<file path="src/i2cm_pkg.sv">
// ----------------------------------------------------------------------------
// i2cm_pkg - shared types and constants
// Register map, status codes and the front-to-back queue word.
// ----------------------------------------------------------------------------
package i2cm_pkg;

    localparam int ADDR_W  = 16;
    localparam int COUNT_W = 13;

    localparam logic [1:0] REG_DEVICE = 2'd0;
    localparam logic [1:0] REG_HALF   = 2'd1;
    localparam logic [1:0] REG_POLL   = 2'd2;
    localparam logic [1:0] REG_TOP    = 2'd3;

    localparam logic [7:0]  DEVICE_RESET = 8'hA0;
    localparam logic [15:0] HALF_RESET   = 16'd400;
    localparam logic [5:0]  POLL_RESET   = 6'd50;
    localparam logic [15:0] TOP_RESET    = 16'h1FFF;

    localparam logic [1:0] STATUS_OK    = 2'd0;
    localparam logic [1:0] STATUS_RANGE = 2'd1;
    localparam logic [1:0] STATUS_NACK  = 2'd2;

    // One tick word as queued between front and back.
    typedef struct packed {
        logic                 start_request;
        logic                 mode;
        logic [ADDR_W-1:0]    start_address;
        logic [COUNT_W-1:0]   byte_count;
        logic                 range_err;
        logic [7:0]           write_byte;
        logic                 write_byte_valid;
        logic                 sda_sample;
    } tick_word_t;

    typedef struct packed {
        logic       scl_level;
        logic       sda_pull_low;
        logic [7:0] read_byte;
        logic       read_byte_valid;
        logic       need_write_byte;
        logic       busy_res;
        logic       done_res;
        logic [1:0] status;
    } result_t;

endpackage

</file>
<file path="src/i2cm_front.sv">
// ----------------------------------------------------------------------------
// i2cm_front - input stage
// Accepts tick words, range-checks requests and feeds a two-entry queue.
// ----------------------------------------------------------------------------
module i2cm_front (
    input  logic                     clk,
    input  logic                     rst_n,
    input  logic                     in_valid,
    output logic                     in_ready,
    input  i2cm_pkg::tick_word_t     in_word,
    input  logic [15:0]              top_address,
    output logic                     q_valid,
    input  logic                     q_ready,
    output i2cm_pkg::tick_word_t     q_word
);
    import i2cm_pkg::*;

    tick_word_t mem_reg [2];
    logic       wr_ptr_reg, rd_ptr_reg;
    logic [1:0] cnt_reg;
    logic [16:0] sum;
    tick_word_t w;
    logic push, pop;

    // range check: start_address + byte_count against top_address
    always_comb
    begin
        sum = {1'b0, in_word.start_address} + {4'd0, in_word.byte_count};
        w = in_word;
        w.range_err = (sum > {1'b0, top_address});
    end

    assign in_ready = (cnt_reg != 2'd2);
    assign q_valid  = (cnt_reg != 2'd0);
    assign q_word   = mem_reg[rd_ptr_reg];
    assign push     = in_valid && in_ready;
    assign pop      = q_valid && q_ready;

    always_ff @(posedge clk)
    begin
        if (push)
        begin
            mem_reg[wr_ptr_reg] <= w;
        end
    end

    always_ff @(posedge clk or negedge rst_n)
    begin
        if (!rst_n)
        begin
            wr_ptr_reg <= 1'b0;
            rd_ptr_reg <= 1'b0;
            cnt_reg    <= 2'd0;
        end
        else
        begin
            if (push) wr_ptr_reg <= ~wr_ptr_reg;
            if (pop)  rd_ptr_reg <= ~rd_ptr_reg;
            cnt_reg <= cnt_reg + {1'b0, push} - {1'b0, pop};
        end
    end
endmodule

</file>
<file path="src/i2cm_back.sv">
// ----------------------------------------------------------------------------
// i2cm_back - bus sequencer
// Runs the I2C bit-timing state machine, one tick word per cycle while words
// arrive and the output side keeps up, into a registered output stage.
// ----------------------------------------------------------------------------
module i2cm_back #(
    parameter int TICK_BITS = 16
) (
    input  logic                  clk,
    input  logic                  rst_n,
    input  logic                  q_valid,
    output logic                  q_ready,
    input  i2cm_pkg::tick_word_t  q_word,
    input  logic [7:0]            device_byte,
    input  logic [15:0]           half_period_ticks,
    input  logic [5:0]            ack_poll_limit,
    output logic                  out_valid,
    input  logic                  out_ready,
    output i2cm_pkg::result_t     out_res
);
    import i2cm_pkg::*;

    typedef enum logic [3:0] {
        PH_IDLE, PH_START_A, PH_START_B, PH_TX_LOW, PH_TX_HIGH, PH_ACK_LOW,
        PH_ACK_HIGH, PH_WAIT_DATA, PH_RX_LOW, PH_RX_HIGH, PH_MACK_LOW,
        PH_MACK_HIGH, PH_RESTART, PH_STOP_A, PH_STOP_B, PH_STOP_C
    } phase_t;

    typedef enum logic [2:0] {
        ST_DEV_W, ST_ADDR_HI, ST_ADDR_LO, ST_DATA, ST_DEV_R
    } stage_t;

    localparam logic [TICK_BITS-1:0] TMAX = {TICK_BITS{1'b1}};

    phase_t              phase_reg, phase_next;
    stage_t              stage_reg, stage_next;
    logic [TICK_BITS-1:0] tick_reg, tick_next;
    logic [2:0]          bit_reg, bit_next;
    logic [7:0]          shift_reg, shift_next;
    logic [COUNT_W-1:0]  left_reg, left_next;
    logic [ADDR_W-1:0]   addr_reg, addr_next;
    logic [5:0]          poll_reg, poll_next;
    logic                rmode_reg, rmode_next;
    logic [1:0]          stat_reg, stat_next;
    result_t             res_reg, res;
    logic                ovalid_reg;

    logic [TICK_BITS-1:0] half_len;
    logic                 last_tick, step;
    logic [5:0]           poll_inc, lim;
    logic [7:0]           shin;

    // half length: zero acts as one, saturate at the counter range
    always_comb
    begin
        if (TICK_BITS >= 16)
            half_len = TICK_BITS'(half_period_ticks);
        else if (|(half_period_ticks >> TICK_BITS))
            half_len = TMAX;
        else
            half_len = TICK_BITS'(half_period_ticks);
        if (half_len == '0) half_len = TICK_BITS'(1);
    end

    assign last_tick = (tick_reg + TICK_BITS'(1)) >= half_len;
    assign q_ready   = !ovalid_reg || out_ready;
    assign step      = q_valid && q_ready;
    assign lim       = (ack_poll_limit == 6'd0) ? 6'd1 : ack_poll_limit;
    assign poll_inc  = (poll_reg < 6'd63) ? poll_reg + 6'd1 : poll_reg;
    assign shin      = {shift_reg[6:0], q_word.sda_sample};

    always_comb
    begin
        phase_next = phase_reg;
        stage_next = stage_reg;
        tick_next  = last_tick ? '0 : tick_reg + TICK_BITS'(1);
        bit_next   = bit_reg;
        shift_next = shift_reg;
        left_next  = left_reg;
        addr_next  = addr_reg;
        poll_next  = poll_reg;
        rmode_next = rmode_reg;
        stat_next  = stat_reg;
        res        = '0;
        res.busy_res = 1'b1;

        case (phase_reg)
            PH_IDLE:
            begin
                res.scl_level = 1'b1;
                res.busy_res  = 1'b0;
                tick_next     = tick_reg;
                if (q_word.start_request)
                begin
                    if (q_word.range_err)
                    begin
                        stat_next    = STATUS_RANGE;
                        res.done_res = 1'b1;
                    end
                    else
                    begin
                        stat_next  = STATUS_OK;
                        addr_next  = q_word.start_address;
                        left_next  = q_word.byte_count;
                        rmode_next = q_word.mode;
                        stage_next = ST_DEV_W;
                        phase_next = PH_START_A;
                        tick_next  = '0;
                    end
                end
            end
            PH_START_A:
            begin
                res.scl_level = 1'b1;
                if (last_tick) phase_next = PH_START_B;
            end
            PH_START_B:
            begin
                res.scl_level    = 1'b1;
                res.sda_pull_low = 1'b1;
                if (last_tick)
                begin
                    shift_next = (stage_reg == ST_DEV_R) ? (device_byte | 8'd1)
                                                         : device_byte;
                    bit_next   = 3'd0;
                    phase_next = PH_TX_LOW;
                end
            end
            PH_TX_LOW, PH_TX_HIGH:
            begin
                res.scl_level    = (phase_reg == PH_TX_HIGH);
                res.sda_pull_low = !shift_reg[3'd7 - bit_reg];
                if (last_tick)
                begin
                    if (phase_reg == PH_TX_LOW)
                        phase_next = PH_TX_HIGH;
                    else
                    begin
                        bit_next = bit_reg + 3'd1;
                        if (bit_reg == 3'd7)
                        begin
                            poll_next  = '0;
                            phase_next = PH_ACK_LOW;
                        end
                        else
                            phase_next = PH_TX_LOW;
                    end
                end
            end
            PH_ACK_LOW:
            begin
                if (last_tick) phase_next = PH_ACK_HIGH;
            end
            PH_ACK_HIGH:
            begin
                res.scl_level = 1'b1;
                if (last_tick)
                begin
                    tick_next = tick_reg;
                    if (!q_word.sda_sample)
                    begin
                        poll_next = '0;
                        tick_next = '0;
                        case (stage_reg)
                            ST_DEV_W:
                            begin
                                stage_next = ST_ADDR_HI;
                                shift_next = addr_reg[15:8];
                                bit_next   = 3'd0;
                                phase_next = PH_TX_LOW;
                            end
                            ST_ADDR_HI:
                            begin
                                stage_next = ST_ADDR_LO;
                                shift_next = addr_reg[7:0];
                                bit_next   = 3'd0;
                                phase_next = PH_TX_LOW;
                            end
                            ST_ADDR_LO:
                            begin
                                if (rmode_reg)
                                begin
                                    stage_next = ST_DEV_R;
                                    phase_next = PH_RESTART;
                                end
                                else
                                begin
                                    stage_next = ST_DATA;
                                    phase_next = (left_reg == '0) ? PH_STOP_A
                                                                  : PH_WAIT_DATA;
                                end
                            end
                            ST_DATA:
                                phase_next = (left_reg == '0) ? PH_STOP_A
                                                              : PH_WAIT_DATA;
                            default:
                            begin
                                if (left_reg == '0)
                                    phase_next = PH_STOP_A;
                                else
                                begin
                                    shift_next = '0;
                                    bit_next   = 3'd0;
                                    phase_next = PH_RX_LOW;
                                end
                            end
                        endcase
                    end
                    else
                    begin
                        poll_next = poll_inc;
                        if (poll_inc >= lim)
                        begin
                            stat_next  = STATUS_NACK;
                            phase_next = PH_STOP_A;
                            tick_next  = '0;
                        end
                    end
                end
            end
            PH_WAIT_DATA:
            begin
                res.need_write_byte = 1'b1;
                tick_next = tick_reg;
                if (q_word.write_byte_valid)
                begin
                    left_next  = left_reg - COUNT_W'(1);
                    shift_next = q_word.write_byte;
                    bit_next   = 3'd0;
                    tick_next  = '0;
                    phase_next = PH_TX_LOW;
                end
            end
            PH_RX_LOW:
            begin
                if (last_tick) phase_next = PH_RX_HIGH;
            end
            PH_RX_HIGH:
            begin
                res.scl_level = 1'b1;
                if (last_tick)
                begin
                    shift_next = shin;
                    bit_next   = bit_reg + 3'd1;
                    if (bit_reg == 3'd7)
                    begin
                        res.read_byte       = shin;
                        res.read_byte_valid = 1'b1;
                        left_next  = left_reg - COUNT_W'(1);
                        phase_next = PH_MACK_LOW;
                    end
                    else
                        phase_next = PH_RX_LOW;
                end
            end
            PH_MACK_LOW, PH_MACK_HIGH:
            begin
                res.scl_level    = (phase_reg == PH_MACK_HIGH);
                res.sda_pull_low = (left_reg != '0);
                if (last_tick)
                begin
                    if (phase_reg == PH_MACK_LOW)
                        phase_next = PH_MACK_HIGH;
                    else if (left_reg == '0)
                        phase_next = PH_STOP_A;
                    else
                    begin
                        shift_next = '0;
                        bit_next   = 3'd0;
                        phase_next = PH_RX_LOW;
                    end
                end
            end
            PH_RESTART:
            begin
                if (last_tick) phase_next = PH_START_A;
            end
            PH_STOP_A:
            begin
                res.sda_pull_low = 1'b1;
                if (last_tick) phase_next = PH_STOP_B;
            end
            PH_STOP_B:
            begin
                res.scl_level    = 1'b1;
                res.sda_pull_low = 1'b1;
                if (last_tick) phase_next = PH_STOP_C;
            end
            PH_STOP_C:
            begin
                res.scl_level = 1'b1;
                if (last_tick)
                begin
                    res.done_res = 1'b1;
                    phase_next   = PH_IDLE;
                end
            end
            default:
            begin
                res.scl_level = 1'b1;
                res.busy_res  = 1'b0;
                phase_next    = PH_IDLE;
                tick_next     = '0;
            end
        endcase
        res.status = stat_next;
    end

    always_ff @(posedge clk or negedge rst_n)
    begin
        if (!rst_n)
        begin
            phase_reg  <= PH_IDLE;
            stage_reg  <= ST_DEV_W;
            tick_reg   <= '0;
            bit_reg    <= '0;
            shift_reg  <= '0;
            left_reg   <= '0;
            addr_reg   <= '0;
            poll_reg   <= '0;
            rmode_reg  <= 1'b0;
            stat_reg   <= STATUS_OK;
            ovalid_reg <= 1'b0;
            res_reg    <= '0;
        end
        else
        begin
            if (step)
            begin
                phase_reg <= phase_next;
                stage_reg <= stage_next;
                tick_reg  <= tick_next;
                bit_reg   <= bit_next;
                shift_reg <= shift_next;
                left_reg  <= left_next;
                addr_reg  <= addr_next;
                poll_reg  <= poll_next;
                rmode_reg <= rmode_next;
                stat_reg  <= stat_next;
                res_reg   <= res;
                ovalid_reg <= 1'b1;
            end
            else if (out_ready)
            begin
                ovalid_reg <= 1'b0;
            end
        end
    end

    assign out_valid = ovalid_reg;
    assign out_res   = res_reg;
endmodule

</file>
<file path="src/i2c_memory_master.sv">
// ----------------------------------------------------------------------------
// i2c_memory_master - I2C master for a two-byte-address serial memory
// Tick-driven bus sequencer with an APB register port.
// ----------------------------------------------------------------------------
// Each input word is one tick of the bus timing: the sampled SDA level plus,
// while idle, a read or write request. Every accepted word yields exactly one
// result word carrying SCL, SDA drive and status. A front stage range-checks
// requests and holds up to two words in a queue; the back stage runs the bit
// timing state machine, one word per cycle, into an output register, so the
// sustained rate is one word per clock when the output side keeps up. An
// accepted word passes through the queue and then the output register.
// Registers: 0x0 device byte, 0x4 half period ticks, 0x8 ack poll limit,
// 0xC top address; write only while idle.
module i2c_memory_master #(
    parameter int TICK_BITS = 16
) (
    input  logic        clk,
    input  logic        rst_n,
    input  logic        psel,
    input  logic        penable,
    input  logic        pwrite,
    input  logic [3:0]  paddr,
    input  logic [31:0] pwdata,
    output logic [31:0] prdata,
    output logic        pready,
    input  logic        in_valid,
    output logic        in_ready,
    input  logic        start_request,
    input  logic        mode,
    input  logic [15:0] start_address,
    input  logic [12:0] byte_count,
    input  logic [7:0]  write_byte,
    input  logic        write_byte_valid,
    input  logic        sda_sample,
    output logic        out_valid,
    input  logic        out_ready,
    output logic        scl_level,
    output logic        sda_pull_low,
    output logic [7:0]  read_byte,
    output logic        read_byte_valid,
    output logic        need_write_byte,
    output logic        busy_res,
    output logic        done_res,
    output logic [1:0]  status
);
    import i2cm_pkg::*;

    logic [7:0]  device_reg;
    logic [15:0] half_reg;
    logic [5:0]  poll_reg;
    logic [15:0] top_reg;
    tick_word_t  in_word, q_word;
    logic        q_valid, q_ready;
    result_t     res;
    logic [1:0]  idx;

    assign pready = 1'b1;
    assign idx    = paddr[3:2];

    // register writes on the access phase
    always_ff @(posedge clk or negedge rst_n)
    begin
        if (!rst_n)
        begin
            device_reg <= DEVICE_RESET;
            half_reg   <= HALF_RESET;
            poll_reg   <= POLL_RESET;
            top_reg    <= TOP_RESET;
        end
        else if (psel && penable && pwrite)
        begin
            case (idx)
                REG_DEVICE: device_reg <= pwdata[7:0];
                REG_HALF:   half_reg   <= pwdata[15:0];
                REG_POLL:   poll_reg   <= pwdata[5:0];
                REG_TOP:    top_reg    <= pwdata[15:0];
                default:    ;
            endcase
        end
    end

    always_comb
    begin
        case (idx)
            REG_DEVICE: prdata = {24'd0, device_reg};
            REG_HALF:   prdata = {16'd0, half_reg};
            REG_POLL:   prdata = {26'd0, poll_reg};
            REG_TOP:    prdata = {16'd0, top_reg};
            default:    prdata = '0;
        endcase
    end

    always_comb
    begin
        in_word.start_request    = start_request;
        in_word.mode             = mode;
        in_word.start_address    = start_address;
        in_word.byte_count       = byte_count;
        in_word.range_err        = 1'b0;
        in_word.write_byte       = write_byte;
        in_word.write_byte_valid = write_byte_valid;
        in_word.sda_sample       = sda_sample;
    end

    i2cm_front u_front (
        .clk         (clk),
        .rst_n       (rst_n),
        .in_valid    (in_valid),
        .in_ready    (in_ready),
        .in_word     (in_word),
        .top_address (top_reg),
        .q_valid     (q_valid),
        .q_ready     (q_ready),
        .q_word      (q_word)
    );

    i2cm_back #(.TICK_BITS(TICK_BITS)) u_back (
        .clk               (clk),
        .rst_n             (rst_n),
        .q_valid           (q_valid),
        .q_ready           (q_ready),
        .q_word            (q_word),
        .device_byte       (device_reg),
        .half_period_ticks (half_reg),
        .ack_poll_limit    (poll_reg),
        .out_valid         (out_valid),
        .out_ready         (out_ready),
        .out_res           (res)
    );

    assign scl_level       = res.scl_level;
    assign sda_pull_low    = res.sda_pull_low;
    assign read_byte       = res.read_byte;
    assign read_byte_valid = res.read_byte_valid;
    assign need_write_byte = res.need_write_byte;
    assign busy_res        = res.busy_res;
    assign done_res        = res.done_res;
    assign status          = res.status;
endmodule

</file>
<file path="config.mk">
export PLATFORM = sky130hd
export DESIGN_NAME = i2c_memory_master
export DESIGN_NICKNAME = d
export VERILOG_FILES = /design/src/i2cm_pkg.sv /design/src/i2cm_front.sv /design/src/i2cm_back.sv /design/src/i2c_memory_master.sv
export SDC_FILE = /design/constraint.sdc
export NUM_CORES = 1
export LEC_CHECK = 0
export BUFFER_PORTS_ARGS = -buffer_cell sky130_fd_sc_hd__buf_2
export CAP_MARGIN = 10
export CELL_PAD_IN_SITES_DETAIL_PLACEMENT = 1
export CELL_PAD_IN_SITES_GLOBAL_PLACEMENT = 1
export CORE_MARGIN = 5
export CORE_UTILIZATION = 47
export DETAILED_ROUTE_END_ITERATION = 16
export PLACE_DENSITY_LB_ADDON = 0.3
export SYNTH_ARGS = -nofsm -noshare
export SYNTH_HDL_FRONTEND = slang
export SYNTH_SLANG_ARGS = --single-unit
export TNS_END_PERCENT = 100
</file>
<file path="constraint.sdc">
create_clock -name clk -period 3.9 [get_ports clk]
set_clock_uncertainty 0.15 [all_clocks]
set_input_delay 0.975 -clock clk [delete_from_list [all_inputs] [get_ports clk]]
set_output_delay 0.975 -clock clk [all_outputs]
set_load 0.03 [all_outputs]
</file>
Word level (Yosys, flattened, before mapping) --
Memory sizes are Yosys's and may differ from the RTL's. Cells that the tools add are included.
Word-level totals: output and inout bits 51, input bits 84, memory bits (writable) 84, logic and storage cells 235, bits in registers 137, memories 1
Operators by class: equality and inequality tests 50, add/sub/neg operators 8, bitwise logic cells 3, order comparisons 5, reductions and logical operators 40, multiplexer cells 103
Memory list:
- u_front.mem_reg | depth 2, width 42, read ports 1, clocked after Yosys merged registers in 0, wr ports 1, line i2cm_front.sv:18 | tick_word_t mem_reg [2];
Operator list (count):
- 16-bit two-way mux | 8
- 32-bit one-hot mux with 4 select lines | 1
- 4-bit two-way mux | 19
- 13-bit two-way mux | 5
- 8-bit two-way mux | 8
- 3-bit two-way mux | 19
- 4-bit one-hot mux with 14 select lines | 1
- 16-bit one-hot mux with 3 select lines | 1
- 6-bit two-way mux | 7
- 8-bit one-hot mux with 5 select lines | 1
- 13-bit one-hot mux with 3 select lines | 1
- 4-bit equality test (second input constant) | 8
- 2-bit by 1-bit inequality test with 1-bit output (second input constant) | 16
- 9-bit two-way mux | 3
- 8-bit one-hot mux with 3 select lines | 1
- 3-bit one-hot mux with 6 select lines | 1
- 16-bit by 13-bit adder with 17-bit output | 1
- 17-bit by 16-bit greater-than comparator with 1-bit output | 1
- 17-bit AND reduction | 1
- 16-bit by 1-bit adder with 16-bit output (second input constant) | 1
- 4-bit by 3-bit equality test with 1-bit output (second input constant) | 4
- 16-bit greater-or-equal comparator | 1
- 16-bit zero test | 1
- 2-bit inequality test (second input constant) | 8
- other kinds (52) | 91

Depth between registers and ports, before layout --
word-level depth 7, gate-level depth with buffers 16

Modules after synthesis --
Synthesis repeated with hierarchy kept, for this count alone.
Unflattened totals: cell total of the unflattened synthesis 1168, area total of the unflattened synthesis 12647.1 um^2
Modules (own cells, without submodules):
- i2cm_back | cells each 704, area an instance 6059.6 um^2, sequential area each 2177.1 um^2, instances 1
- i2cm_front | cells each 313, area an instance 4326.6 um^2, sequential area each 2622.5 um^2, instances 1
- i2c_memory_master | cells each 151, area an instance 2260.9 um^2, sequential area each 1177.4 um^2, instances 1

Worst setup path before layout --
Ideal clock, no wire load.
kind input to register, start input start_address[0], end memory u_front.mem_reg[0][10] in the netlist's numbering (data pin), stages on the path 13, path buffers 0, path slack -0.140 ns, arrival 3.622 ns, cell sequence ha_1 > fa_1 > a21o_1 > a21oi_1 > o21ai_0 > a21oi_1 > xnor2_1 > ha_1 > nand2_1 > or2_2 > or4_1 > nand3_1 > o21ai_0
RTL lines:
- from (decl) | line i2c_memory_master.sv:30 | input logic [15:0] start_address,
- to (decl) | line i2cm_front.sv:18

==> impl_summary.md <==
Run status
The run finished with clean final reports.

Floorplanning
The number of rows created at floorplan is 58. Measured along the y axis, the die boundary spans between 150 and 200 um. The die width is 169 um. Pin placement for this block handled 135 I/O pins. The initial core utilization is 47.5%. The core region is 25100 um^2. The die area is ~29000 um^2.

Final layout
The post-layout utilization of the core is 56.1%. The flip-flop count of the largest register after layout is 84. The sequential cells in the finished layout cover a total of 5980 um^2. The count of non-filler cells in the finished layout is 1623. 0 antenna diodes ended up in the layout. The synthesis-to-layout area growth is 18.0%. The number of nets in the layout is roughly 1.4k.

In the final layout, the multi-input gates occupy roughly 5600 um^2. In the final layout, the share of cells above drive strength 1 is a little under a quarter. The area of all placed cells without fillers is 14100 um^2.

The number of inserted filler cells in the final layout is around 2.8k.

Drt
In this run the remaining antenna-violating nets after routing total 0. For this run, design rule violations remaining after detail routing come to 0. Dividing the detail-routed via count by the number of cells gives 5.75. The total number of vias is 9326. In the final routed layout, each cell accounts on average for 21.4 um. The number of iterations in the first detailed-routing pass is 5. The final wirelength is 34800 um. For this block, the initial DRC count from the detailed router was 557.

Synth
The number of flip-flops and latches in the synthesized netlist is 221. The commonest register cell after synthesis is sky130_fd_sc_hd__dfrtp_1. The yosys synthesis warning count is 0. Of all flip-flops after synthesis, the portion carrying an async set or reset was 62.0%.

The cell area that synthesis handed to floorplanning was about 12000 um^2. The mean cell area of the mapped netlist is 10.5 um^2. By area the synthesized netlist is led by sky130_fd_sc_hd__dfrtp_1, sky130_fd_sc_hd__edfxtp_1, sky130_fd_sc_hd__ha_1. Of all cell types, the one taking the most synthesized area is sky130_fd_sc_hd__dfrtp_1.

The proportion of netlist area held by the largest area contributor is between 20% and 30%. The share of the Yosys chip area taken by registers is 50.1%. The number of distinct library cells after synthesis is 73. The number of synthesized flops with an enable pin is 84.

The post-synthesis instance total is 1132.

Clocking
The number of buffers created by CTS is 25. In this run the number of H-tree levels came out at 1. The worst-skew pair later-pin latency is between 0.5 and 0.6 ns.

The TritonCTS clock tree is done. The cts-stage hold buffer count is 0. After clock tree synthesis, the clock-pin slew on the worst setup and hold paths is roughly 0.060 ns. Clock tree synthesis found a total of 221 sinks.

The root buffer cell chosen for the clock tree is sky130_fd_sc_hd__clkbuf_16. The maximum clock path buffer count is 3.

Critical path
The worst register-to-register path ends at u_back.left_reg[0]$_DFFE_PN0P_. The maximum cell stage delay along the critical path is 0.51 ns. The kind of launch point of the worst setup path is a primary input.

The worst register-to-register path has a setup slack of 0.16 ns. The category of the critical setup timing path is primary input to register. The worst setup path is captured at a register.

The data arrival at the endpoint of the critical path is 3.93 ns. The number of cell instances on the worst register-to-register path is 13. The worst register-to-register path begins at u_back.tick_reg[5]$_DFFE_PN0P_.

The required time of the critical path is approximately 4 ns. The cell occurring most often along the worst timing path is sky130_fd_sc_hd__ha_1. The signal on the critical path passes through buf_2 > ha_1 > a21oi_2 > o21ai_0 > o211a_1 > o21ai_1 > nand2b_1 > a41o_1 > xor2_1 > ha_1 > nand2_1 > or2_2 > or4_1 > nand3_1 > o21ai_2. In this run the worst path has a maximum fanout of 2. The cell type of the slowest stage on the worst timing path is sky130_fd_sc_hd__or4_1.

Min path
In this run the worst hold path is classified as register to register. The number of instances on the worst hold path is 2. The startpoint identified for the worst hold timing path is u_back.out_res[14]$_DFFE_PN0P_.

The path with the worst hold slack has its endpoint at u_back.out_res[14]$_DFFE_PN0P_.

Power and ir drop
The leakage power summed over all cells is 6.28 nW. The net switching power is 3.15 mW. The clock network is responsible for 28.1% of the overall power. The internal power component is 5.41 mW. Across the VDD grid, the largest voltage drop is 0.336 mV. The combinational group share of total power is 33.9%.

The power density over the cells is 608 nW/um^2. The switching part of the total power is 36.8%. Sequential cells account for 38.1% of the total power.

STA
The slew of the pin with the lowest slew margin is about 0.89 ns. Setup violations remaining at the end of the flow were counted as 0. The highest attainable clock frequency is 262 MHz. The number of slew-limit violations in the final report is 0. Dividing the final minimum period by the clock period gives a little under 100%. The worst setup slack after layout is 0.0888 ns. The routed design could run at a clock period as short as 3.81 ns.

In this run the tightest slew margin relative to its limit is 39.2%. The total negative slack for setup checks is 0 ns. The number of hold-slack violations in the final timing report came to 0.

GRT
For this run, global-route usage on met1 was measured as 30.6%. The global routing stage identified its most utilized layer as met2. The first global-routing pass estimated around 55000 um of wire.

The overall global routing resource usage is 24.1%. Entering global routing, the biggest net connects ~70 pins. The met3 track demand over resource is 4.08%.

The met2 usage is approximately 42%. The initial antenna violation count came to 2. The via count of the first global-routing pass is 9942. The aggregate global routing overflow is 0.

Placement
At the placement stage, the worst setup path has a slack of -0.639 ns. The number of port buffers is slightly below 100. The placed wire-length estimate after detailed placement is 25100 um. Counting tap cells, the placed design contains a total of 1577 instances. Routability-driven placement finished with a final weighted congestion of 0.877. The placed instances occupy a cell area of 13200 um^2.

Run
Max-cap violations in this run came to 0.
==> cells by family after synthesis <==
logic type      after synthesis  synth area share [%]
compound gates              275                  14.5
buf+inv                     126                  4.80
simple gates                323                  12.9
flops                       221                  50.1
other cells                   2                0.0629
fa+ha+maj                    59                  6.25
xor+xnor                     33                  2.42
mux                          93                  8.98
==> power by group through the flow <==
stage	sequential, mW	clock [mW]	combinational, mW
2_1_floorplan	3.16	0	1.98
3_3_place_gp	3.26	0	2.77
3_5_place_dp	3.29	0	2.86
4_1_cts	3.26	2.44	2.90
5_1_grt	3.30	2.54	3.20
6_report	3.26	2.40	2.90
==> per-layer routing <==
metal  vias up  wire (um)  share of wire, %
met5         -         34             0.098
met4         4       1100               3.2
met3        61       1440               4.1
met2       197      17600                51
met1      4680      14600                42
li1       4384          -                 -
==> per-stage QoR <==
step / power (mW) / hold WS, ns
floorplan: 5.14 / 0.302
global route: 9.05 / 0.347
global placement: 6.03 / 0.309
finish: 8.56 / 0.324
detailed placement: 6.15 / 0.315
CTS: 8.60 / 0.327
==> cell type report <==
| type | instances | area share [%] |
|---|---|---|
| Inverter | 56 | 1.49 |
| Sequential cell | 221 | 42.5 |
| Tap cell | 330 | 2.93 |
| Multi-Input combinational cell | 800 | 39.6 |
| Clock inverter | 13 | 1.05 |
| Timing Repair Buffer | 170 | 7.62 |
| Clock buffer | 33 | 4.87 |
==> cell usage in the layout (no fill, tap or decap), types with 5 or more instances in the layout <==
cell type                   instances
sky130_fd_sc_hd__o221ai_1          10
sky130_fd_sc_hd__buf_2             98
sky130_fd_sc_hd__o21ai_2            6
sky130_fd_sc_hd__xnor2_1           20
sky130_fd_sc_hd__a21o_1            10
sky130_fd_sc_hd__mux2i_1           53
sky130_fd_sc_hd__mux4_2             8
sky130_fd_sc_hd__clkbuf_1           5
sky130_fd_sc_hd__nor2b_1           20
sky130_fd_sc_hd__ha_1              54
sky130_fd_sc_hd__a22o_1            13
sky130_fd_sc_hd__xor2_1            12
sky130_fd_sc_hd__nand4_1           12
sky130_fd_sc_hd__o31ai_1            8
sky130_fd_sc_hd__a21oi_1           69
sky130_fd_sc_hd__and3_1            10
sky130_fd_sc_hd__buf_4             68
sky130_fd_sc_hd__o2bb2ai_1          8
sky130_fd_sc_hd__a31oi_1           13
sky130_fd_sc_hd__a211oi_1           7
sky130_fd_sc_hd__clkinv_2           6
sky130_fd_sc_hd__o21a_1             7
sky130_fd_sc_hd__nand2_1          118
sky130_fd_sc_hd__nor4_1            11
sky130_fd_sc_hd__clkbuf_16         25
sky130_fd_sc_hd__edfxtp_1          84
sky130_fd_sc_hd__o21ai_1           24
sky130_fd_sc_hd__nand2b_1           8
sky130_fd_sc_hd__conb_1            17
sky130_fd_sc_hd__dfstp_2           21
sky130_fd_sc_hd__o22a_1             6
sky130_fd_sc_hd__nor2_1            70
sky130_fd_sc_hd__nor3_1            16
sky130_fd_sc_hd__dfrtp_1          114
sky130_fd_sc_hd__nand3_1           29
sky130_fd_sc_hd__o21ai_0           56
sky130_fd_sc_hd__mux2_2            32
sky130_fd_sc_hd__inv_1             56
==> what timing repair did <==
item	in CTS	in global routing
resized for setup	3	17
pin swaps	0	3
setup buffers	0	0
setup endpoints to repair	13	51
==> cell usage after synthesis (10+ instances only) <==
cell type and instances:
sky130_fd_sc_hd__a21o_1 10, sky130_fd_sc_hd__a21oi_1 73, sky130_fd_sc_hd__a22o_1 13, sky130_fd_sc_hd__a31oi_1 14, sky130_fd_sc_hd__and3_1 11, sky130_fd_sc_hd__buf_2 11, sky130_fd_sc_hd__buf_4 17, sky130_fd_sc_hd__clkbuf_1 34
sky130_fd_sc_hd__dfrtp_1 116, sky130_fd_sc_hd__dfstp_2 21, sky130_fd_sc_hd__edfxtp_1 84, sky130_fd_sc_hd__ha_1 58, sky130_fd_sc_hd__inv_1 56, sky130_fd_sc_hd__mux2_2 32, sky130_fd_sc_hd__mux2i_1 53, sky130_fd_sc_hd__nand2_1 118
sky130_fd_sc_hd__nand3_1 30, sky130_fd_sc_hd__nand4_1 12, sky130_fd_sc_hd__nor2_1 72, sky130_fd_sc_hd__nor2b_1 20, sky130_fd_sc_hd__nor3_1 17, sky130_fd_sc_hd__nor4_1 11, sky130_fd_sc_hd__o21ai_0 62, sky130_fd_sc_hd__o21ai_1 23
sky130_fd_sc_hd__o221ai_1 10, sky130_fd_sc_hd__xnor2_1 21, sky130_fd_sc_hd__xor2_1 12
==> critical path: cells and delay by family <==
kind | cells | cell delay [ns]
xor gates and xnor gates | 1 | 0.16
adders and majority gates | 2 | 0.59
AOI/OAI and AO/OA | 6 | 0.98
buffers and inverters | 1 | 0.11
and+or+nand+nor | 5 | 1.10
==> how the worst max path moves through the flow <==
stage	to	slack, ns	startpoint	cells past startpoint
final	u_front.mem_reg[1][10]$_DFFE_PP_	0.09	start_address[1]	15
after CTS	u_front.mem_reg[1][10]$_DFFE_PP_	0.02	start_address[1]	15
after detailed placement	u_front.mem_reg[1][10]$_DFFE_PP_	-0.64	start_address[1]	15
after global placement	u_front.mem_reg[0][10]$_DFFE_PP_	-0.54	start_address[0]	15
after floorplan	u_front.mem_reg[0][10]$_DFFE_PP_	0.007	start_address[1]	14
after global routing	u_front.mem_reg[1][10]$_DFFE_PP_	-0.04	start_address[7]	15
No activity file was read; power rests on OpenSTA's default activity.
